<file path="src/sv/assert_macros.svh">
// ----------------------------------------------------------------------------
// Assertion macros
// Shared concurrent assertion forms for the interpolator RTL.
// ----------------------------------------------------------------------------
`ifndef ASSERT_MACROS_SVH
`define ASSERT_MACROS_SVH

// Check that cons holds in the same cycle as ante.
`define ASSERT_IMPLIES(label, clk, rst, ante, cons) \
  label: assert property (@(posedge clk) disable iff (rst) (ante) |-> (cons)) \
    else $error("interpolator assertion failed");

// Check that cons holds in the cycle after ante.
`define ASSERT_NEXT(label, clk, rst, ante, cons) \
  label: assert property (@(posedge clk) disable iff (rst) (ante) |=> (cons)) \
    else $error("interpolator assertion failed");

`endif

</file>
<file path="src/sv/bpi_pkg.sv">
// ----------------------------------------------------------------------------
// bpi_pkg
// Widths, types and constants shared by the bicubic interpolator modules.
// ----------------------------------------------------------------------------
`timescale 1ns / 1ps
`default_nettype none

package bpi_pkg;

  localparam int PIX_W     = 8;
  localparam int FRAC_W    = 8;
  localparam int NUM_TAPS  = 4;
  localparam int COEF_W    = 12;
  localparam int WEIGHT_W  = 16;
  localparam int PROD_W    = COEF_W + WEIGHT_W + 1;
  localparam int SUM_W     = PROD_W + 1;
  localparam int SUM_SHIFT = 16;
  localparam int IN_W      = NUM_TAPS * PIX_W + 2 * FRAC_W;
  localparam int IN_BYTES  = (IN_W + 7) / 8;

  localparam logic [WEIGHT_W-1:0] D_SCALE = 16'd65532;
  localparam logic [PIX_W-1:0]    PIX_MAX = 8'd255;

  typedef logic [PIX_W-1:0]         pix_t;
  typedef logic [FRAC_W-1:0]        frac_t;
  typedef logic signed [COEF_W-1:0] coef_t;
  typedef logic [WEIGHT_W-1:0]      weight_t;
  typedef logic signed [PROD_W-1:0] prod_t;
  typedef logic signed [SUM_W-1:0]  sum_t;

  typedef struct packed {
    logic                     start;
    frac_t                    frac;
    pix_t [NUM_TAPS-1:0]      pix;
  } cubic_req_t;

  typedef struct packed {
    logic valid;
    pix_t value;
  } cubic_rsp_t;

endpackage

`default_nettype wire

</file>
<file path="src/sv/bpi_lane.sv">
// ----------------------------------------------------------------------------
// bpi_lane
// One product lane: signed coefficient times unsigned weight, registered.
// ----------------------------------------------------------------------------
`timescale 1ns / 1ps
`default_nettype none

module bpi_lane (
  input  logic            clk,
  input  logic            en,
  input  bpi_pkg::coef_t   coef,
  input  bpi_pkg::weight_t weight,
  output bpi_pkg::prod_t   prod
);

  always_ff @(posedge clk) begin
    if (en) begin
      prod <= bpi_pkg::prod_t'(coef) * bpi_pkg::prod_t'($signed({1'b0, weight}));
    end
  end

endmodule

`default_nettype wire

</file>
<file path="src/sv/bpi_merge.sv">
// ----------------------------------------------------------------------------
// bpi_merge
// Sum the lane products, shift down and clamp to the pixel range.
// ----------------------------------------------------------------------------
`timescale 1ns / 1ps
`default_nettype none

module bpi_merge (
  input  logic                                   clk,
  input  logic                                   rst,
  input  logic                                   valid_in,
  input  bpi_pkg::prod_t [bpi_pkg::NUM_TAPS-1:0] prods,
  output bpi_pkg::cubic_rsp_t                    rsp
);

  bpi_pkg::sum_t sum_next;
  bpi_pkg::sum_t sum_q;
  logic          sum_valid;
  bpi_pkg::pix_t clamped;

  always_comb begin
    sum_next = '0;
    for (int i = 0; i < bpi_pkg::NUM_TAPS; i++) begin
      sum_next = sum_next + bpi_pkg::sum_t'(prods[i]);
    end
  end

  always_comb begin
    if (sum_q[bpi_pkg::SUM_W-1]) begin
      clamped = '0;
    end else if (|sum_q[bpi_pkg::SUM_W-2:bpi_pkg::SUM_SHIFT+bpi_pkg::PIX_W]) begin
      clamped = bpi_pkg::PIX_MAX;
    end else begin
      clamped = sum_q[bpi_pkg::SUM_SHIFT+bpi_pkg::PIX_W-1:bpi_pkg::SUM_SHIFT];
    end
  end

  always_ff @(posedge clk) begin
    if (rst) begin
      sum_valid <= 1'b0;
      rsp.valid <= 1'b0;
    end else begin
      sum_valid <= valid_in;
      rsp.valid <= sum_valid;
    end
    if (valid_in) begin
      sum_q <= sum_next;
    end
    if (sum_valid) begin
      rsp.value <= clamped;
    end
  end

endmodule

`default_nettype wire

</file>
<file path="src/sv/bpi_cubic.sv">
// ----------------------------------------------------------------------------
// bpi_cubic
// Catmull-Rom cubic over four taps: coefficients, powers of the fraction,
// four product lanes and a merging sum with clamp.
// ----------------------------------------------------------------------------
`timescale 1ns / 1ps
`default_nettype none

module bpi_cubic (
  input  logic                clk,
  input  logic                rst,
  input  bpi_pkg::cubic_req_t req,
  output bpi_pkg::cubic_rsp_t rsp
);

  bpi_pkg::coef_t p_s [bpi_pkg::NUM_TAPS];
  bpi_pkg::coef_t raw_a;
  bpi_pkg::coef_t raw_b;
  bpi_pkg::coef_t raw_c;
  bpi_pkg::coef_t diff_12;

  bpi_pkg::coef_t  coef1 [bpi_pkg::NUM_TAPS];
  bpi_pkg::frac_t  t1;
  bpi_pkg::weight_t t2_1;
  logic            v1;

  bpi_pkg::coef_t   coef2 [bpi_pkg::NUM_TAPS];
  bpi_pkg::frac_t   t2r;
  bpi_pkg::weight_t t2_2;
  bpi_pkg::weight_t t3_2;
  logic             v2;
  logic             v3;

  logic [bpi_pkg::WEIGHT_W+bpi_pkg::FRAC_W-1:0] cube_full;
  bpi_pkg::weight_t weights [bpi_pkg::NUM_TAPS];
  bpi_pkg::prod_t [bpi_pkg::NUM_TAPS-1:0] prods;

  always_comb begin
    for (int i = 0; i < bpi_pkg::NUM_TAPS; i++) begin
      p_s[i] = bpi_pkg::coef_t'({4'b0000, req.pix[i]});
    end
    diff_12 = p_s[1] - p_s[2];
    raw_a   = (p_s[3] - p_s[0]) + diff_12 + diff_12 + diff_12;
    raw_b   = (p_s[0] <<< 1) - p_s[1] - (p_s[1] <<< 2) + (p_s[2] <<< 2) - p_s[3];
    raw_c   = p_s[2] - p_s[0];
  end

  assign cube_full = {8'h00, t2_1} * {16'h0000, t1};

  always_ff @(posedge clk) begin
    if (rst) begin
      v1 <= 1'b0;
      v2 <= 1'b0;
      v3 <= 1'b0;
    end else begin
      v1 <= req.start;
      v2 <= v1;
      v3 <= v2;
    end
  end

  always_ff @(posedge clk) begin
    if (req.start) begin
      coef1[0] <= raw_a >>> 1;
      coef1[1] <= raw_b >>> 1;
      coef1[2] <= raw_c >>> 1;
      coef1[3] <= p_s[1];
      t1       <= req.frac;
      t2_1     <= bpi_pkg::weight_t'(req.frac) * bpi_pkg::weight_t'(req.frac);
    end
    if (v1) begin
      coef2 <= coef1;
      t2r   <= t1;
      t2_2  <= t2_1;
      t3_2  <= cube_full[bpi_pkg::WEIGHT_W+bpi_pkg::FRAC_W-1:bpi_pkg::FRAC_W];
    end
  end

  assign weights[0] = t3_2;
  assign weights[1] = t2_2;
  assign weights[2] = {t2r, 8'h00};
  assign weights[3] = bpi_pkg::D_SCALE;

  for (genvar g = 0; g < bpi_pkg::NUM_TAPS; g++) begin : g_lane
    bpi_lane u_lane (
      .clk    (clk),
      .en     (v2),
      .coef   (coef2[g]),
      .weight (weights[g]),
      .prod   (prods[g])
    );
  end

  bpi_merge u_merge (
    .clk      (clk),
    .rst      (rst),
    .valid_in (v3),
    .prods    (prods),
    .rsp      (rsp)
  );

endmodule

`default_nettype wire

</file>
<file path="src/sv/bicubic_pixel_interpolator_core.sv">
// ----------------------------------------------------------------------------
// bicubic_pixel_interpolator_core
// Bicubic (Catmull-Rom) pixel interpolator over a window of four pixel rows.
// ----------------------------------------------------------------------------
// Feed four row items per output pixel; each row is interpolated in x with
// frac_x, and the fourth row's frac_y drives the vertical pass over the four
// row results, giving one clamped pixel. One five-stage cubic unit (coefficient,
// cube, four product lanes, sum, clamp) serves both passes, one item at a
// time: the next row item is accepted only once the last one's result has
// left the unit, and the fourth row's result goes straight back in for the
// vertical pass. The next window's rows are taken while a finished pixel
// waits in m_tdata, but not while a second one waits in S_OUT.
`timescale 1ns / 1ps
`default_nettype none

module bicubic_pixel_interpolator_core (
  input  logic        clk,
  input  logic        rst,
  input  logic        s_tvalid,
  output logic        s_tready,
  // row_pixel_0, row_pixel_1, row_pixel_2, row_pixel_3, frac_x, frac_y
  input  logic [47:0] s_tdata,
  output logic        m_tvalid,
  input  logic        m_tready,
  // pixel_out
  output logic [7:0]  m_tdata
);

  typedef enum logic [3:0] {
    S_IDLE = 4'b0001,
    S_ROW  = 4'b0010,
    S_COL  = 4'b0100,
    S_OUT  = 4'b1000
  } state_t;

  state_t              state;
  logic [1:0]          row_count;
  bpi_pkg::pix_t       row_results [3];
  bpi_pkg::frac_t      frac_y_q;
  bpi_pkg::pix_t       col_value;

  bpi_pkg::cubic_req_t req;
  bpi_pkg::cubic_rsp_t rsp;

  logic accept;
  logic col_launch;
  logic out_free;
  logic load_out;
  logic last_row;

  assign s_tready   = (state == S_IDLE);
  assign accept     = s_tvalid && s_tready;
  assign last_row   = (row_count == 2'd3);
  assign col_launch = (state == S_ROW) && rsp.valid && last_row;
  assign out_free   = !m_tvalid || m_tready;
  assign load_out   = ((state == S_COL) && rsp.valid && out_free) ||
                      ((state == S_OUT) && out_free);

  always_comb begin
    req.start = accept || col_launch;
    if (col_launch) begin
      req.frac   = frac_y_q;
      req.pix[0] = row_results[0];
      req.pix[1] = row_results[1];
      req.pix[2] = row_results[2];
      req.pix[3] = rsp.value;
    end else begin
      req.frac   = s_tdata[39:32];
      req.pix[0] = s_tdata[7:0];
      req.pix[1] = s_tdata[15:8];
      req.pix[2] = s_tdata[23:16];
      req.pix[3] = s_tdata[31:24];
    end
  end

  bpi_cubic u_cubic (
    .clk (clk),
    .rst (rst),
    .req (req),
    .rsp (rsp)
  );

  always_ff @(posedge clk) begin
    if (rst) begin
      state     <= S_IDLE;
      row_count <= '0;
      m_tvalid  <= 1'b0;
    end else begin
      unique case (state)
        S_IDLE: begin
          if (accept) begin
            state <= S_ROW;
          end
        end
        S_ROW: begin
          if (rsp.valid) begin
            if (last_row) begin
              state <= S_COL;
            end else begin
              state     <= S_IDLE;
              row_count <= row_count + 2'd1;
            end
          end
        end
        S_COL: begin
          if (rsp.valid) begin
            row_count <= '0;
            state     <= out_free ? S_IDLE : S_OUT;
          end
        end
        S_OUT: begin
          if (out_free) begin
            state <= S_IDLE;
          end
        end
        default: state <= S_IDLE;
      endcase
      if (load_out) begin
        m_tvalid <= 1'b1;
      end else if (m_tready) begin
        m_tvalid <= 1'b0;
      end
    end
  end

  always_ff @(posedge clk) begin
    if (accept) begin
      frac_y_q <= s_tdata[47:40];
    end
    if ((state == S_ROW) && rsp.valid && !last_row) begin
      row_results[row_count] <= rsp.value;
    end
    if ((state == S_COL) && rsp.valid) begin
      col_value <= rsp.value;
    end
    if (load_out) begin
      m_tdata <= (state == S_COL) ? rsp.value : col_value;
    end
  end

`include "assert_macros.svh"

  `ASSERT_IMPLIES(a_no_rsp_idle, clk, rst, rsp.valid, state != S_IDLE)
  `ASSERT_IMPLIES(a_col_full_window, clk, rst, state == S_COL, row_count == 2'd3)
  `ASSERT_NEXT(a_one_item, clk, rst, accept, !s_tready)
  `ASSERT_IMPLIES(a_wait_full, clk, rst, state == S_OUT, m_tvalid)

endmodule

`default_nettype wire

</file>
<file path="config.mk">
export PLATFORM = sky130hd
export DESIGN_NAME = bicubic_pixel_interpolator_core
export DESIGN_NICKNAME = d
export VERILOG_FILES = /design/src/sv/bpi_pkg.sv /design/src/sv/bpi_lane.sv /design/src/sv/bpi_merge.sv /design/src/sv/bpi_cubic.sv /design/src/sv/bicubic_pixel_interpolator_core.sv
export VERILOG_INCLUDE_DIRS = /design/src /design/src/sv
export SDC_FILE = /design/constraint.sdc
export NUM_CORES = 2
export LEC_CHECK = 0
export BUFFER_PORTS_ARGS = -buffer_cell sky130_fd_sc_hd__buf_2
export CAP_MARGIN = 20
export CORE_MARGIN = 1.5
export CORE_UTILIZATION = 54
export CTS_CLUSTER_SIZE = 16
export DETAILED_ROUTE_END_ITERATION = 12
export GPL_TIMING_DRIVEN = 1
export MAX_ROUTING_LAYER = met4
export PLACE_DENSITY = 0.75
export SLEW_MARGIN = 25
export SYNTH_ARGS = -nofsm -noshare
export SYNTH_HDL_FRONTEND = slang
export SYNTH_HIERARCHICAL = 1
export SYNTH_SLANG_ARGS = --single-unit
export TNS_END_PERCENT = 30
</file>
<file path="constraint.sdc">
create_clock -name clk -period 6 [get_ports clk]
set_input_delay 0.6 -clock clk [delete_from_list [all_inputs] [get_ports clk]]
set_output_delay 0.6 -clock clk [all_outputs]
set_load 0.03 [all_outputs]
</file>
==> results.cfg <==
[run_status]
status = finished, final reports clean

[cts]
clkSlewWorstSetupHoldPaths_ps = 60
postCtsSetupBuffers = 0
cts.root.buffer_cell = sky130_fd_sc_hd__clkbuf_16
max-clock-path-buffers = 3
tritoncts_num_sinks = 334
postCtsHoldBufs = 0
tritoncts = done
post_cts_resized = 0
h-tree-depth = 2
tritoncts.num_buffers = 38
clock_insertion_delay_at_the_later_pin_of_the_skew_report_ps = 590

[finish]
area_added_between_synthesis_and_finish_pct = 6.25
drive_above_1_share_pct = 5.50
nNetsFinal = 6283
mostFrequentLayoutCells = 1147 x sky130_fd_sc_hd__inv_1, 753 x sky130_fd_sc_hd__fa_1, 592 x sky130_fd_sc_hd__nand2_1, 490 x sky130_fd_sc_hd__ha_1, 373 x sky130_fd_sc_hd__and2_1
n_fill_cell = 7461
most_common_cell_after_layout_fill_and_taps_aside = sky130_fd_sc_hd__inv_1

[setup_path]
cp_data_arrival_time_ps = 5960
type_of_element_capturing_the_critical_path = flip-flop
critical_path.max_fanout = 16
r2r_end = u_cubic/g_lane[1].u_lane/prod[25]
r2r-start = u_cubic/coef2[30]
r2r.worst_path.cells = 17
timing.critical_path.from_type = flip-flop
regToRegSetupSlack_ps = 360
worst-setup-path-type = flip-flop to flip-flop
critPathRequiredTime_ps = 6320

[yosys]
syn_area_mm2 = 0.0483
syn-instance-count = 4919
synth_top_flop_cell = sky130_fd_sc_hd__edfxtp_1
ys_seq_elements = 334
syn_area_per_cell_um2 = 9.81
synth-seq-area-share_pct = 20.5
synth.lib_cells_used.distinct = 102
synthArstFlopShare_pct = 0
synth_enable_flop_cells = 322
synthesis.yosys.warnings = 6

[run]
drv.max_cap_violation_count = 0

[drt]
routed_via_density = 5.31
detail_route.first_pass.iterations = 6
detail_route.wirelength_mm = 108
drt_iter0_markers = 1917
remaining_drc_errors = 0
postRouteAntennaNets = 0
post_drt_wl_per_cell_um = 17.4
detailroute.via_count = 32800

[sta]
hold_violations = 0
max_slew_margin_pct = 31.5
timing.setup.tns_ps = 0
setup_viol = 0
finalCriticalPeriod_ps = 5640
timing_max_transition_violations_final = 0
clock.fmax_mhz = 177
timing.clock.skew_ps = 25.0
worst_pin_slew_ps = 1020
rsz0062_at_grt = false
layout_worst_path_cycle_share_pct = 94.0

[hold_path]
holdPathEnd = frac_y_q[0]
holdCritStartpoint = s_tdata[40]
worst_hold_path.num_cells = 1
kind_of_path_behind_the_tightest_hold_check = input port to flip-flop

[place]
io_buffer_count = 61
place.gp.congestion = 0.916
hpwl_after_dpl_mm = 88.6

[floorplanning]
floorplan.die.width_um = 302
core_area_mm2 = 0.0885
die_height_um = 302
initial_core_utilization_pct = 54.5
ios = 62
die-area_mm2 = 0.0912
row_count = 109

[global_route]
grt_first_pass_wirelength_mm = 178
global_route.overflow_total = 0
grt_util_all_layers_pct = 25.4
pin_count_of_the_biggest_net_entering_global_routing = 68
initial_antenna_violation_count = 6
grt_pass1_vias = 34400
-- cells in the mapped netlist, types with 5 or more instances --
cell / n / area, um^2
sky130_fd_sc_hd__inv_1: 1147 / 4310
sky130_fd_sc_hd__fa_1: 753 / 15100
sky130_fd_sc_hd__nand2_1: 593 / 2230
sky130_fd_sc_hd__ha_1: 490 / 6130
sky130_fd_sc_hd__and2_1: 373 / 2330
sky130_fd_sc_hd__edfxtp_1: 322 / 9670
sky130_fd_sc_hd__nor2_1: 152 / 571
sky130_fd_sc_hd__a21oi_1: 137 / 686
sky130_fd_sc_hd__clkbuf_1: 136 / 510
sky130_fd_sc_hd__xnor2_1: 120 / 1050
sky130_fd_sc_hd__o21ai_0: 58 / 290
sky130_fd_sc_hd__xor2_1: 52 / 455
sky130_fd_sc_hd__a21o_1: 50 / 375
sky130_fd_sc_hd__nand3_1: 45 / 225
sky130_fd_sc_hd__mux2_4: 38 / 571
sky130_fd_sc_hd__nand2b_1: 34 / 213
sky130_fd_sc_hd__nor2b_1: 30 / 188
sky130_fd_sc_hd__nor3_1: 28 / 140
sky130_fd_sc_hd__o21ai_1: 25 / 125
sky130_fd_sc_hd__nand4_1: 20 / 125
sky130_fd_sc_hd__o21bai_1: 19 / 143
sky130_fd_sc_hd__a211oi_1: 18 / 135
sky130_fd_sc_hd__o21a_1: 18 / 135
sky130_fd_sc_hd__a31oi_1: 17 / 106
sky130_fd_sc_hd__o211ai_1: 13 / 97.6
sky130_fd_sc_hd__and3_1: 12 / 75.1
sky130_fd_sc_hd__dfxtp_1: 12 / 240
sky130_fd_sc_hd__mux2_2: 11 / 124
sky130_fd_sc_hd__a21oi_2: 10 / 87.6
sky130_fd_sc_hd__buf_2: 10 / 50.1
sky130_fd_sc_hd__and4_1: 8 / 70.1
sky130_fd_sc_hd__buf_6: 8 / 90.1
sky130_fd_sc_hd__o2111ai_1: 8 / 70.1
sky130_fd_sc_hd__a211oi_2: 7 / 87.6
sky130_fd_sc_hd__a221oi_1: 7 / 61.3
sky130_fd_sc_hd__a311oi_2: 5 / 75.1
sky130_fd_sc_hd__nand3b_1: 5 / 37.5
sky130_fd_sc_hd__o211ai_2: 5 / 62.6
sky130_fd_sc_hd__o31ai_1: 5 / 37.5
-- metrics by stage --
| step | setup slack (ps) | util (%) | hold slack, ps | cell area [um^2] | cells |
|---|---|---|---|---|---|
| floorplan | 555 | - | 400 | 48700 | 5024 |
| global placement | 502 | 56.4 | 401 | 49900 | 6113 |
| detailed placement | 401 | 56.4 | 405 | 49900 | 6113 |
| CTS | 383 | 57.9 | 168 | 51300 | 6183 |
| global route | 76.1 | 57.9 | 175 | 51300 | 6186 |
| finish | 360 | 57.9 | 188 | 51300 | 6186 |
-- cells by family after synthesis --
family / count (synthesis) / synth area share [%]
other: 2 / 0.0156
AND/OR/NAND/NOR: 1336 / 13.6
adder cells (fa/ha/maj): 1243 / 43.9
multiplexers: 52 / 1.50
XOR/XNOR: 172 / 3.12
AO/OA/AOI/OAI: 472 / 6.97
buffers and inverters: 1308 / 10.4
flip-flops: 334 / 20.5
-- worst max-delay path by stage --
stage                                 start                                 to  slack (ps)  depth (start not counted)
after floorplan           u_cubic/coef2[46]  u_cubic/g_lane[0].u_lane/prod[21]         560                         17
after global placement    u_cubic/coef2[30]  u_cubic/g_lane[1].u_lane/prod[25]         500                         17
after detailed placement  u_cubic/coef2[30]  u_cubic/g_lane[1].u_lane/prod[25]         400                         17
after CTS                 u_cubic/coef2[30]  u_cubic/g_lane[1].u_lane/prod[25]         380                         17
after global routing      u_cubic/coef2[30]  u_cubic/g_lane[1].u_lane/prod[25]          80                         16
final                     u_cubic/coef2[30]  u_cubic/g_lane[1].u_lane/prod[25]         360                         17
-- layout make-up --
| cell class | count | area, um^2 | share of cell area [%] |
|---|---|---|---|
| flip-flops and latches | 334 | 9920 | 19.3 |
| well taps | 1165 | 1460 | 2.84 |
| repair buffers | 85 | 485 | 0.947 |
| clock buffers | 42 | 976 | 1.90 |
| diodes | 3 | 7.51 | 0.0146 |
| inverters | 1147 | 4310 | 8.40 |
| clock inverters | 28 | 378 | 0.737 |
| multi-input cells | 3382 | 33700 | 65.8 |
-- layer usage --
metal	global-route usage, %	part of all wire (%)	vias to the layer above
met1	32.9	42	16400
li1	-	-	15300
met2	41.4	49	967
met3	4.19	6.6	187
met5	-	0	-
met4	6.89	2.7	0
-- worst max-delay path: stages (launching register included) --
cell and delay (ps):
sky130_fd_sc_hd__edfxtp_1 650, sky130_fd_sc_hd__and2_1 300, sky130_fd_sc_hd__fa_1 540, sky130_fd_sc_hd__inv_1 50
sky130_fd_sc_hd__fa_1 530, sky130_fd_sc_hd__inv_1 50, sky130_fd_sc_hd__fa_1 380, sky130_fd_sc_hd__fa_1 530
sky130_fd_sc_hd__inv_1 50, sky130_fd_sc_hd__fa_1 490, sky130_fd_sc_hd__inv_1 70, sky130_fd_sc_hd__ha_1 350
sky130_fd_sc_hd__a21oi_1 170, sky130_fd_sc_hd__o21ai_1 130, sky130_fd_sc_hd__a31oi_2 260, sky130_fd_sc_hd__o2111ai_2 190
sky130_fd_sc_hd__or4_1 490, sky130_fd_sc_hd__and4_1 160
-- flip-flops by register name, indices dropped and copies added, names as in the netlist, 2 cells and up --
name and count:
row_count 2, frac_y_q 8, u_cubic/t2_2 14, col_value 8, u_cubic/t1 8, row_results 24
m_tdata 8, u_cubic/u_merge/sum_q 14, u_cubic/coef2 38, u_cubic/u_merge/rsp 9, u_cubic/coef1 38, u_cubic/t2_1 14
u_cubic/g_lane.u_lane/prod 116, u_cubic/t3_2 16, state 4, u_cubic/t2r 8
Power is left out: the tool's default activity adds up to more than one toggle a clock period on the data nets, which glitch-free logic cannot reach.
